**config.mk**
```make
export PLATFORM = sky130hd
export DESIGN_NAME = gtrp_div
export DESIGN_NICKNAME = d
export VERILOG_FILES = /design/src/rtl/assert_macros.svh /design/src/rtl/gtrp_pkg.sv /design/src/rtl/gtrp_div.sv
export SDC_FILE = /design/constraint.sdc
export NUM_CORES = 1
export LEC_CHECK = 0
export BUFFER_PORTS_ARGS = -buffer_cell sky130_fd_sc_hd__buf_2
export CAP_MARGIN = 20
export CORE_MARGIN = 2
export CORE_UTILIZATION = 45
export CTS_CLUSTER_DIAMETER = 150
export DETAILED_ROUTE_END_ITERATION = 10
export PLACE_DENSITY = 0.67
export SKIP_LAST_GASP = 1
export SLEW_MARGIN = 20
export SYNTH_ARGS = -nofsm -noshare
export SYNTH_HDL_FRONTEND = slang
export SYNTH_SLANG_ARGS = --single-unit
```
**constraint.sdc**
```tcl
create_clock -name clock -period 6.3 [get_ports clock]
set_input_delay 0.63 -clock clock [delete_from_list [all_inputs] [get_ports clock]]
set_output_delay 0.63 -clock clock [all_outputs]
set_load 0.1 [all_outputs]
```
**src/rtl/assert_macros.svh**
```systemverilog
// ----------------------------------------------------------------------------
// Assertion macros
// Concurrent assertion wrappers, empty when SYNTH is defined.
// ----------------------------------------------------------------------------
`ifndef ASSERT_MACROS_SVH
`define ASSERT_MACROS_SVH

`ifndef SYNTH

`define GR_ASSERT(lbl, clk, rst, prop, msg) \
   lbl: assert property (@(posedge clk) disable iff (rst) prop) else $error(msg);

`define GR_ASSERT_NORST(lbl, clk, prop, msg) \
   lbl: assert property (@(posedge clk) prop) else $error(msg);

`else

`define GR_ASSERT(lbl, clk, rst, prop, msg)

`define GR_ASSERT_NORST(lbl, clk, prop, msg)

`endif

`endif

```
**src/rtl/gtrp_pkg.sv**
```systemverilog
// ----------------------------------------------------------------------------
// Rainbow pseudocolor package
// Types, register indexes and helper functions for the grey to rainbow map.
// ----------------------------------------------------------------------------
`default_nettype none

package gtrp_pkg;

   localparam int PIXEL_BITS = 8;
   localparam int KNEE_BITS  = 9;
   localparam int NUMER_BITS = 2 * PIXEL_BITS;
   localparam int SHIFT_BITS = 3;
   localparam int INDEX_BITS = 3;
   localparam int KNEE_COUNT = 6;
   localparam int CHAN_COUNT = 3;
   localparam int LUT_DEPTH  = 1 << PIXEL_BITS;

   localparam int CHAN_RED   = 0;
   localparam int CHAN_GREEN = 1;
   localparam int CHAN_BLUE  = 2;

   localparam logic [PIXEL_BITS-1:0] LEVEL_FULL = '1;
   localparam logic [SHIFT_BITS-1:0] MAX_SHIFT  = 3'd6;

   localparam logic [INDEX_BITS-1:0] REG_KNEE_VIOLET     = 3'd0;
   localparam logic [INDEX_BITS-1:0] REG_KNEE_BLUE       = 3'd1;
   localparam logic [INDEX_BITS-1:0] REG_KNEE_LIGHT_BLUE = 3'd2;
   localparam logic [INDEX_BITS-1:0] REG_KNEE_GREEN      = 3'd3;
   localparam logic [INDEX_BITS-1:0] REG_KNEE_YELLOW     = 3'd4;
   localparam logic [INDEX_BITS-1:0] REG_KNEE_RED        = 3'd5;
   localparam logic [INDEX_BITS-1:0] REG_REDUCTION_SHIFT = 3'd6;

   localparam logic [KNEE_BITS-1:0] KNEE_RESET [KNEE_COUNT] =
      '{9'd0, 9'd51, 9'd102, 9'd153, 9'd204, 9'd255};

   typedef enum logic [1:0] {
      RAMP_ZERO,
      RAMP_FULL,
      RAMP_UP,
      RAMP_DOWN
   } ramp_type;

   typedef enum logic [1:0] {
      SEQ_IDLE,
      SEQ_SETUP,
      SEQ_LOAD,
      SEQ_DIV
   } seq_state_type;

   typedef struct packed {
      ramp_type             kind;
      logic [KNEE_BITS-1:0] lo;
      logic [KNEE_BITS-1:0] hi;
   } seg_type;

   typedef struct packed {
      logic [NUMER_BITS-1:0] numer;
      logic [KNEE_BITS-1:0]  denom;
   } div_req_type;

   function automatic logic [KNEE_BITS-1:0] knee_max(input logic [KNEE_BITS-1:0] a,
                                                      input logic [KNEE_BITS-1:0] b);
      return (a > b) ? a : b;
   endfunction

   // d*255 for a rising ramp, d*255 + span - 1 for a falling one (ceiling)
   function automatic logic [NUMER_BITS-1:0] seg_numer(input logic [PIXEL_BITS-1:0] x,
                                                        input seg_type s);
      logic [PIXEL_BITS-1:0] d;
      logic [KNEE_BITS-1:0]  span;
      logic [NUMER_BITS:0]   n;
      d    = x - s.lo[PIXEL_BITS-1:0];
      span = s.hi - s.lo;
      n    = {1'b0, d, {PIXEL_BITS{1'b0}}} - {{(PIXEL_BITS+1){1'b0}}, d};
      if (s.kind == RAMP_DOWN) begin
         n = n + {{(NUMER_BITS+1-KNEE_BITS){1'b0}}, span} - 17'd1;
      end
      return n[NUMER_BITS-1:0];
   endfunction

   function automatic logic [PIXEL_BITS-1:0] chan_level(input ramp_type kind,
                                                         input logic [PIXEL_BITS-1:0] q);
      logic [PIXEL_BITS-1:0] lvl;
      case (kind)
         RAMP_ZERO: lvl = '0;
         RAMP_FULL: lvl = LEVEL_FULL;
         RAMP_UP:   lvl = q;
         RAMP_DOWN: lvl = LEVEL_FULL - q;
         default:   lvl = '0;
      endcase
      return lvl;
   endfunction

   function automatic logic [PIXEL_BITS-1:0] level_mask(input logic [SHIFT_BITS-1:0] sh);
      logic [PIXEL_BITS-1:0] m;
      m = LEVEL_FULL;
      if (sh <= MAX_SHIFT) begin
         m = LEVEL_FULL << sh;
      end
      return m;
   endfunction

endpackage

`default_nettype wire

```
**src/rtl/gtrp_div.sv**
```systemverilog
// ----------------------------------------------------------------------------
// Ramp divider
// Restoring divider, one quotient bit per cycle; quotient is known to fit
// in one pixel word.
// ----------------------------------------------------------------------------
`default_nettype none

module gtrp_div (
   input  wire logic                             clock,
   input  wire logic                             reset,
   input  wire logic                             load,
   input  wire gtrp_pkg::div_req_type            req,
   output logic [gtrp_pkg::PIXEL_BITS-1:0]       quot,
   output logic                                  done
);

   localparam int CNT_BITS = $clog2(gtrp_pkg::PIXEL_BITS + 1);
   localparam logic [CNT_BITS-1:0] DIV_STEPS = CNT_BITS'(gtrp_pkg::PIXEL_BITS);

   logic [CNT_BITS-1:0]               cnt_ff;
   logic [gtrp_pkg::KNEE_BITS-1:0]    rem_ff;
   logic [gtrp_pkg::PIXEL_BITS-1:0]   low_ff;
   logic [gtrp_pkg::PIXEL_BITS-1:0]   quot_ff;
   logic [gtrp_pkg::KNEE_BITS-1:0]    denom_ff;
   logic [gtrp_pkg::KNEE_BITS:0]      rem_sh;
   logic [gtrp_pkg::KNEE_BITS:0]      rem_diff;
   logic                              fit;

   always_comb begin
      rem_sh   = {rem_ff, low_ff[gtrp_pkg::PIXEL_BITS-1]};
      fit      = rem_sh >= {1'b0, denom_ff};
      rem_diff = rem_sh - {1'b0, denom_ff};
   end

   always_ff @(posedge clock) begin
      if (reset) begin
         cnt_ff <= DIV_STEPS;
      end else if (load) begin
         cnt_ff <= '0;
      end else if (cnt_ff != DIV_STEPS) begin
         cnt_ff <= cnt_ff + 1'b1;
      end
   end

   always_ff @(posedge clock) begin
      if (load) begin
         rem_ff   <= {1'b0, req.numer[gtrp_pkg::NUMER_BITS-1:gtrp_pkg::PIXEL_BITS]};
         low_ff   <= req.numer[gtrp_pkg::PIXEL_BITS-1:0];
         quot_ff  <= '0;
         denom_ff <= req.denom;
      end else if (cnt_ff != DIV_STEPS) begin
         rem_ff  <= fit ? rem_diff[gtrp_pkg::KNEE_BITS-1:0] : rem_sh[gtrp_pkg::KNEE_BITS-1:0];
         low_ff  <= {low_ff[gtrp_pkg::PIXEL_BITS-2:0], 1'b0};
         quot_ff <= {quot_ff[gtrp_pkg::PIXEL_BITS-2:0], fit};
      end
   end

   assign quot = quot_ff;
   assign done = (cnt_ff == DIV_STEPS);

endmodule

`default_nettype wire

```
* Word level (Yosys, flattened, before mapping) *
Cells that the tools add are included.
W data, S select, Z words.

word-level totals
  register bits = 38
  latch bits = 0
  bits in writable memories = 0
  ROM bits = 0
  bits of input ports = 28
  output and inout port bits = 9
  word-level logic and storage cells = 21
  memories kept = 0

operators by class
  $add $sub $neg = 2
  multiply operators = 0
  divide/modulo/power cells = 0
  order comparisons = 1
  eq/ne operators = 2
  shifts and indexed selects = 0
  muxes and demuxes = 7
  bitwise logic cells = 0
  reductions and logical operators = 2

operator list
  cell                   number
  $mux W8                4
  $ge A10 B9 Y1          1
  $mux W9                1
  $sub A9 B9 Y9          1
  $mux W4                2
  $add A4 B1 Y4 const B  1
  $eq A4 B4 Y1 const B   1
  $ne A4 B4 Y1 const B   1
  $reduce_bool A2 Y1     1
  $reduce_or A2 Y1       1

* Depth between registers and ports, before layout *
Gate-level depths: netlist of run 1.

  word-level depth = 4
  depth in mapped cells = 11
  gate-level depth less buffers = 10

* Least setup slack after synthesis of run 1 *
Ideal clock, no wire load.

  kind = register to output
  start point = register cnt_ff[0]
  end point = output port done
  arrival time = 1.968 ns
  required time = 5.670 ns
  slack = 3.702 ns
  cell stages (with the launch flop) = 6
  path buffers = 1
  cells stage by stage = dfxtp_1 inv_1 ha_1 nand3b_1 inv_1 buf_1

between the ends
  word-level cells in the longest chain between the ends = 1

ends and longest elaborated chain
  what                      RTL line        text
  start: declaration        gtrp_div.sv:20  logic [CNT_BITS-1:0] cnt_ff;
  start signal: assignment  gtrp_div.sv:41  cnt_ff <= cnt_ff + 1'b1;
  $eq A4 B4 Y1              gtrp_div.sv:59  assign done = (cnt_ff == DIV_STEPS);
  end: declaration          gtrp_div.sv:14  output logic done

Every way passes these cells.

* Final worst setup path of run 1 *
  start point = register rem_ff[1] (netlist bit)
  end point = register rem_ff[3] (netlist bit) (data pin)

between the ends
  word-level cells in the longest chain between the ends = 4
  elaborated cells between the ends (all ways) = 5
  classes of those cells = add/sub: 1; order compare: 1; mux: 3

ends and longest elaborated chain
  what                                            RTL line                        text
  start: declaration                              gtrp_div.sv:21                  logic [gtrp_pkg::KNEE_BITS-1:0] rem_ff;
  start signal: assignment                        gtrp_div.sv:47                  rem_ff <= {1'b0, req.numer[gtrp_pkg::NUMER_BITS-1:gtrp_pkg::PIXEL_BITS]};
  start signal: assignment                        gtrp_div.sv:52                  rem_ff <= fit ? rem_diff[gtrp_pkg::KNEE_BITS-1:0] : rem_sh[gtrp_pkg::KNEE_BITS-1:0];
  $sub A9 B9 Y9 or $ge A10 B9 Y1 (tied branches)  gtrp_div.sv:32, gtrp_div.sv:31
  $mux W9 *                                       gtrp_div.sv:52
  $mux W8 *                                       gtrp_div.sv:51                  end else if (cnt_ff != DIV_STEPS) begin
  $mux W8 *                                       gtrp_div.sv:46                  if (load) begin

Every way passes the cells marked *; elsewhere a longest branch is shown, timed or not. The select of a mux whose other input is x is not followed.
A chain may end at the register's enable or synchronous reset.

==> results of run 1 <==
## report_power, final
group | switching, mW | internal [mW] | total, mW
clock | 0.0833 | 0.102 | 0.186
combinational | 0.158 | 0.117 | 0.275
sequential | 0.0177 | 0.307 | 0.325
## stage by stage
step / worst slack [ns] / util (%) / std cells / hold slack, ns / total power, mW
floorplan: 3.702 / - / 176 / 0.4357 / 0.5513
global placement: 3.723 / 52.88 / 256 / 0.4364 / 0.5891
detailed placement: 3.609 / 52.88 / 256 / 0.4523 / 0.6022
CTS: 3.571 / 55.36 / 264 / 0.4639 / 0.7892
global route: 3.420 / 55.36 / 264 / 0.4866 / 0.8367
finish: 3.578 / 55.36 / 264 / 0.4568 / 0.7853
## flip-flops by register name (all words and copies together) (netlist names)
signal,cells
rem_ff,9
cnt_ff,4
denom_ff,9
quot,8
low_ff,8
## metal layers
layer,share of wire (%),GRT usage [%],vias up,routed length [um]
met5,0,0,-,0
met4,0.94,6.624,0,35
met3,2.9,4.942,5,109
met2,52,28.99,19,1933
met1,44,19.39,666,1651
li1,-,-,697,-
## layout make-up
type	count	area, um^2
Multi-Input combinational cell	117	850.8
Clock buffer	8	101.3
Timing Repair Buffer	36	180.2
Tap cell	50	62.56
Fill cell	374	1824
Sequential cell	38	1011
Inverter	15	56.30
## layout by cell type, fill, tap and decap left out, types with 5 or more instances in the layout
| cell type | netlist | final |
|---|---|---|
| clkbuf_8 | 0 | 5 |
| ha_1 | 11 | 11 |
| nand2_1 | 20 | 20 |
| inv_1 | 15 | 15 |
| dfxtp_1 | 13 | 13 |
| o21ai_0 | 7 | 7 |
| mux2i_1 | 6 | 6 |
| edfxtp_1 | 25 | 25 |
| xor2_1 | 6 | 6 |
| buf_2 | 0 | 36 |
| mux2_2 | 7 | 7 |
| nor2_1 | 10 | 10 |
| a21oi_1 | 13 | 13 |
## worst max-delay path, delay by kind of cell, from the launching register on
family                     cells  cell delay (ns)
DFF                            1             0.44
adders and majority gates      1             0.41
and+or+nand+nor                2             0.31
AOI/OAI and AO/OA              4             1.31
## logic make-up after synthesis
kind of cell | count (synthesis) | synth area share [%]
muxes | 14 | 7.900
DFF | 38 | 51.89
and+or+nand+nor | 48 | 11.95
xor gates and xnor gates | 9 | 4.046
AOI/OAI and AO/OA | 34 | 11.69
adders and majority gates | 12 | 8.092
buffers and inverters | 21 | 4.431
## path summary, 6_finish.rpt
| kind | startpoint | to | slack [ns] | cells past startpoint |
|---|---|---|---|---|
| max | rem_ff[1]$_DFFE_PP_ | rem_ff[3]$_DFFE_PP_ | 3.58 | 7 |
| min | quot[7]$_SDFFE_PP0N_ | quot[7]$_SDFFE_PP0N_ | 0.46 | 2 |
| max reg2reg | rem_ff[1]$_DFFE_PP_ | rem_ff[3]$_DFFE_PP_ | 3.58 | 7 |
| min reg2reg | quot[7]$_SDFFE_PP0N_ | quot[7]$_SDFFE_PP0N_ | 0.46 | 2 |
==> flow_summary.ini, run 1 <==
[placed_design]
gp_congestion = 0.9240
io_buffers = 36
place_area_mm2 = 0.002161
dp_hpwl_um = 2638

[power_and_ir_drop]
leakagePower_nw = 0.9690
power_density_mw_per_mm2 = 347.1
ir_drop_uv = 178.6

[clocking]
hold_buffers = 0
cts_tree = yes
insertion_delay_ns = 0.29
numCtsBuffers = 5
cts_resized = 0
cts_root_buf = clkbuf_8
postCtsSetupBuffers = 0
clock_path_buffers = 2
htree_levels = 2
cts_sinks = 38
path_clk_slew_ns = 0.07

[detailed_routing]
via_per_inst = 5.254
vias = 1387
remaining_drc_errors = 0
drtIter0Drc = 64
drt-total-wl_um = 3730
wl_per_cell_um = 14.13
drt_pass1_iterations = 4
ant_nets = 0

[worst_setup_path]
end_kind = flip-flop
crit_slowest_cell = a2bb2oi_2
max_stage_delay_ns = 0.65
crit_arrival_ns = 2.76
crit_required_ns = 6.34
path_cells = ha_1, a21o_1, and3_1, o31a_1, a2bb2oi_2, nor3b_1, a221o_1
worstSetupPathType = flip-flop to flip-flop
cp_max_fo = 13
start_kind = flip-flop

[floorplanning]
initial_core_util_pct = 47.67
die_y_um = 69.80
die_w_um = 69.80
dieArea_mm2 = 0.004871
core_mm2 = 0.004086
io_pins = 37
num_rows = 23

[logic_synthesis]
yosysWarningCount = 0
yosys-top-cells-area = edfxtp_1 39%, dfxtp_1 13%, ha_1 7.1%
synth_top_area_cell = edfxtp_1
synth-seq-area-share_pct = 51.89
ys_top_cells_by_count = 25 x edfxtp_1, 20 x nand2_1, 15 x inv_1
synth_flop_cell = edfxtp_1
syn-num-nets = 216
syn_area_mm2 = 0.001948
synth_cell_types = 39
yosysMostFrequentCell = edfxtp_1
ys_ff_latch = 38
syn_inst = 176
avgSynthCellArea_um2 = 11.07
yosysTopAreaCellShare_pct = 38.54
async_flop_share_pct = 0
synth_edf_count = 25

[global_routing]
grt_pass1_wl_um = 6486
grt_max_degree = 51
grt.overflow.total = 0
antenna_found_initial = 0
gr-usage-all-layers_pct = 16.76
grt_pass1_vias = 1442

[timing]
fin_crit_ns = 2.722
worst_pin_slew_ns = 0.9240
max-slew-margin-rel_pct = 38.40
setup_viol = 0
finalMaxSlewViolations = 0
max_freq_ghz = 0.3674
tns_ns = 0
final.period_utilization_pct = 43.21
rsz0062_at_grt = no
skew_ns = 0.006541
hold_viol = 0

[cells_and_area]
area_growth_pct = 16.12
fin_area_mm2 = 0.002262
final_nets = 253
drive_gt1_share_pct = 25.70
n_antenna_cell = 0

[status]
status = finished clean

[min_path]
hp-class = flip-flop to flip-flop

[job]
drv_cap = 0
(Power assumes the default switching activity.)
==> run 2, diff against run 1 <==
- ABC_AREA: default -> 1
- PLACE_DENSITY: 0.67 -> 0.66
- clock period: 6.3 -> 2.75 ns (I/O delays scaled with it)
==> flow_summary.ini, run 2 <==
[status]
status = finished clean

[detailed_routing]
drt_pass1_iterations = 4
drtIter0Drc = 72
ant_nets = 0
wl_met3_um = 132
wl_per_cell_um = 11.34
drt-total-wl_um = 3979
wl_met1_um = 1888
met2_length_um = 1888
vias = 1621
routed.top_layer = met4
remaining_drc_errors = 0
via_per_inst = 4.618

[worst_setup_path]
worstSetupPathType = flip-flop to flip-flop
cp_max_fo = 7
timing.rr.start = low_ff[7]$_DFFE_PP_
reg2reg_to = rem_ff[7]$_DFFE_PP_
max_stage_delay_ns = 0.42
end_kind = flip-flop
path_cells = inv_1, ha_1, inv_1, fa_1, nand2_2, nand3_4, a21oi_2, nand2_1, nand3_1, nand2_1
reg2regPathDepth = 10
reg2reg_slack_ns = 0.65
crit_slowest_cell = fa_1
crit_required_ns = 2.80
start_kind = flip-flop
critPathBufInv = 2
crit_arrival_ns = 2.15
cp_top_family = adder cells

[logic_synthesis]
synth_edf_count = 25
syn_inst = 256
async_flop_share_pct = 0
yosysWarningCount = 0
ys_ff_latch = 38
yosysTopAreaCellShare_pct = 34.70
yosysMostFrequentCell = nand2_1
synth_cell_types = 30
synth_top_area_cell = edfxtp_1
synth_flop_cell = edfxtp_1
avgSynthCellArea_um2 = 8.450
synth-seq-area-share_pct = 46.73
syn-num-nets = 296
syn_area_mm2 = 0.002163
yosys-top-cells-area = edfxtp_1 35%, nand2_1 15%, dfxtp_1 12%
ys_top_cells_by_count = 85 x nand2_1, 42 x inv_1, 25 x edfxtp_1

[power_and_ir_drop]
power_density_mw_per_mm2 = 757.1
leakagePower_nw = 1.241
ir_drop_uv = 439.2
finalPower_mw = 1.877

[floorplanning]
die_y_um = 73.34
die_w_um = 73.34
io_pins = 37
num_rows = 25
core_mm2 = 0.004692
dieArea_mm2 = 0.005378
initial_core_util_pct = 46.11

[placed_design]
io_buffers = 36
gp_congestion = 0.8412
place_ws_ns = 0.6447
dp_hpwl_um = 3049
place_inst = 343

[global_routing]
grt_pass1_wl_um = 6796
gr-usage-all-layers_pct = 16.50
grt_max_degree = 27
grt_pass1_vias = 1516
grt.overflow.total = 0
antenna_found_initial = 0

[timing]
fin_ws_ns = 0.6520
rsz0062_at_grt = no
final.period_utilization_pct = 76.29
setup_viol = 0
skew_ns = 0.005055
max_freq_ghz = 0.4767
fin_crit_ns = 2.098
finalMaxSlewViolations = 0
tns_ns = 0
worst_pin_slew_ns = 0.9095
hold_viol = 0
max-slew-margin-rel_pct = 39.22

[cells_and_area]
drive_gt1_share_pct = 24.92
final_nets = 336
fin_cells = 351
reg_top3 = denom_ff (9), rem_ff (9)
final_cell_mix = 85 x nand2_1, 42 x inv_1, 36 x buf_2, 25 x edfxtp_1
area_growth_pct = 14.58
final_util_pct = 52.83
fillers = 455
final_common_cell = nand2_1
n_antenna_cell = 0

[min_path]
hold_end = denom_ff[4]$_DFFE_PP_
hold_start = req[4]
min_path_cells = 1
hp-class = input pin to flip-flop

[clocking]
cts_root_buf = clkbuf_8
htree_levels = 2
postCtsSetupBuffers = 0
path_clk_slew_ns = 0.07
numCtsBuffers = 5
cts_sinks = 38
hold_buffers = 0
insertion_delay_ns = 0.29
cts_resized = 0
cts_tree = yes
clock_path_buffers = 2

[job]
drv_cap = 0
==> run 2: cell types whose count changed after synthesis, sizes merged, moves of 6 or more <==
cell   previous run  this run
mux2i             6         0
inv              15        43
nand3             2        17
nand2            20        96
a21oi            13         5
o22ai             1         7
mux2              8         0
==> run 2: final cells by class <==
cell class / instances / area (um^2) / share of cell area [%]
Multi-Input combinational cell: 168 / 944.7 / 38.11
Tap cell: 54 / 67.56 / 2.726
Clock inverter: 1 / 5.005 / 0.2019
Timing Repair Buffer: 38 / 195.2 / 7.875
Inverter: 45 / 168.9 / 6.815
Sequential cell: 38 / 1011 / 40.79
Clock buffer: 7 / 86.33 / 3.483
==> run 2: routing by layer <==
metal | vias to the layer above | GRT usage [%]
li1 | 883 | -
met1 | 707 | 21.86
met2 | 26 | 26.33
met4 | 0 | 6.667
met5 | - | 0
met3 | 5 | 3.567
==> run 2: kinds of logic after synthesis <==
kind of cell | after synthesis | share of synthesized area [%]
AO/OA/AOI/OAI | 20 | 5.957
XOR/XNOR | 5 | 2.024
adder cells (fa/ha/maj) | 12 | 7.287
buffers and inverters | 50 | 9.601
flip-flops | 38 | 46.73
AND/OR/NAND/NOR | 131 | 28.40
==> run 2: report_power, final <==
group / switching [mW] / internal, mW / leakage (nW)
clock: 0.188 / 0.202 / 0.0482
sequential: 0.0377 / 0.699 / 0.360
combinational: 0.491 / 0.258 / 0.833
total: 0.717 / 1.16 / 1.24
==> run 2: worst max-delay path by stage <==
stage	cells past startpoint	startpoint	slack, ns	endpoint
after floorplan	5	cnt_ff[0]$_SDFFE_PP0N_	0.08	low_ff[0]$_SDFFCE_PN0P_
after global placement	10	low_ff[7]$_DFFE_PP_	0.71	rem_ff[7]$_DFFE_PP_
after detailed placement	10	low_ff[7]$_DFFE_PP_	0.64	rem_ff[7]$_DFFE_PP_
after CTS	6	cnt_ff[0]$_SDFFE_PP0N_	0.63	quot[5]$_SDFFE_PP0N_
after global routing	10	low_ff[7]$_DFFE_PP_	0.47	rem_ff[7]$_DFFE_PP_
final	10	low_ff[7]$_DFFE_PP_	0.65	rem_ff[7]$_DFFE_PP_
==> run 2: stage by stage <==
step	hold slack [ns]	area [um^2]
global route	0.1463	2479
CTS	0.1498	2479
finish	0.1534	2479
global placement	0.4509	2387
detailed placement	0.4531	2387
floorplan	0.3739	2163
==> run 2: worst reg2reg max path, delay by kind of cell (launching register included) <==
kind	cells	cell delay, ns
buffers and inverters	2	0.13
AO/OA/AOI/OAI	1	0.34
AND/OR/NAND/NOR	5	0.47
adder cells (fa/ha/maj)	2	0.56
flip-flops	1	0.36
==> run 3, diff against run 2 <==
- ABC_AREA: 1 -> 0
- PLACE_DENSITY: 0.66 -> 0.7
- clock period: 2.75 -> 1.8 ns (I/O delays scaled with it)
==> flow_summary.ini, run 3 (same netlist as run 1, synthesis figures left out) <==
[status]
status = complete, but fails checks
violations = setup timing

[cells_and_area]
final_nets = 281
final_util_pct = 62.00
drive_gt1_share_pct = 36.78
final_cell_mix = 35 x buf_2, 26 x buf_4, 25 x edfxtp_1, 20 x nand2_1
fin_cells = 292
final_common_cell = buf_2
reg_top3 = denom_ff (9), rem_ff (9)
area_growth_pct = 30.06
n_antenna_cell = 0

[worst_setup_path]
end_kind = flip-flop
cp_top_family = compound AO/OA/AOI/OAI gates
crit_arrival_ns = 2.51
critPathBufInv = 2
cp_max_fo = 7
start_kind = flip-flop
crit_required_ns = 1.85
path_cells = inv_2, ha_4, inv_2, fa_2, a21o_1, and3_4, o31a_1, a2bb2oi_4, a221o_1
worstSetupPathType = flip-flop to flip-flop
crit_top_cell = inv_2
max_stage_delay_ns = 0.38
crit_slowest_cell = edfxtp_1

[global_routing]
antenna_found_initial = 0
grt.overflow.total = 0
grt_pass1_wl_um = 6989
gr-usage-all-layers_pct = 18.22
met1_usage_pct = 24.30
grt_pass1_vias = 1510
grtUsageMet2_pct = 28.78
grt_max_degree = 26
busiest_layer = met2
grt_util_met3_pct = 4.506

[floorplanning]
num_rows = 23
die_w_um = 69.80
core_mm2 = 0.004086
die_y_um = 69.80
io_pins = 37
dieArea_mm2 = 0.004871
initial_core_util_pct = 47.67

[job]
drv_cap = 0

[detailed_routing]
drt-total-wl_um = 4107
remaining_drc_errors = 0
drt_pass1_iterations = 4
ant_nets = 0
wl_per_cell_um = 14.07
drtIter0Drc = 63
vias = 1525
via_per_inst = 5.223

[clocking]
hold_buffers = 0
htree_levels = 2
cts_sinks = 38
cts_root_buf = clkbuf_8
cts_tree = yes
numCtsBuffers = 5
insertion_delay_ns = 0.30
clock_path_buffers = 2
path_clk_slew_ns = 0.07

[timing]
hold_viol = 0
max-slew-margin-rel_pct = 50.27
worst_pin_slew_ns = 0.7382
rsz0062_at_grt = yes
setup_viol = 10
fin_ws_ns = -0.6614
finalMaxSlewViolations = 0
skew_ns = 0.007673
tns_ns = -5.907
max_freq_ghz = 0.4063
final.period_utilization_pct = 136.7
fin_crit_ns = 2.461

[placed_design]
place_inst = 280
dp_hpwl_um = 2804
io_buffers = 36
gp_congestion = 0.7819

[power_and_ir_drop]
power_density_mw_per_mm2 = 1210
ir_drop_uv = 650.1
leakagePower_nw = 1.105
finalPower_mw = 3.066

[min_path]
hp-class = input pin to flip-flop
==> run 3: cell types whose count changed in the layout (fill, tap and decap cells not counted), moves of 8 or more <==
| cell | previous run | this run |
|---|---|---|
| inv_1 | 42 | 12 |
| nand2_1 | 85 | 20 |
| nand2_2 | 9 | 0 |
| a21oi_1 | 4 | 13 |
| nor2_2 | 8 | 0 |
| nand3_1 | 13 | 2 |
| buf_4 | 2 | 26 |
==> run 3: through the flow <==
step | hold WS, ns | cell area (um^2) | worst slack (ns)
2_1_floorplan | 0.2566 | 1954 | -0.5851
3_3_place_gp | 0.3572 | 2374 | -0.6158
3_5_place_dp | 0.3587 | 2374 | -0.7143
4_1_cts | 0.04798 | 2510 | -0.6149
5_1_grt | 0.04174 | 2534 | -0.7746
6_report | 0.05489 | 2534 | -0.6614
==> run 3: worst paths after layout <==
check / start / to / slack (ns) / cells past startpoint
setup reg to reg: low_ff[7]$_DFFE_PP_ / rem_ff[4]$_DFFE_PP_ / -0.66 / 9
setup / recovery: low_ff[7]$_DFFE_PP_ / rem_ff[4]$_DFFE_PP_ / -0.66 / 9
hold / removal: req[4] / denom_ff[4]$_DFFE_PP_ / 0.05 / 1
hold reg to reg: quot[7]$_SDFFE_PP0N_ / quot[7]$_SDFFE_PP0N_ / 0.47 / 2
==> run 3: layout make-up <==
type	instances	area, um^2
fill	341	1553
sequential	38	1011
multi-input combinational	118	908.4
timing repair buffer	63	410.4
clock buffer	6	72.57
tap	50	62.56
inverter	15	60.06
clock inverter	2	8.758
==> run 3: per-layer routing <==
metal	vias to the layer above	part of all wire, %
met2	31	50
met5	-	0
met1	724	45
li1	766	-
met4	0	1.1
met3	4	3.8
==> run 3: power breakdown <==
part,internal [mW],switching [mW]
sequential,1.07,0.0614
combinational,0.688,0.688
clock,0.266,0.289
total,2.03,1.04
==> run 3: repair_timing <==
action / 4_1_cts / 5_1_grt
pin swaps: 1 / 1
setup endpoints to repair: 11 / 10
resized for setup: 4 / 2
setup buffers: 2 / 1
gates cloned: 1 / 0
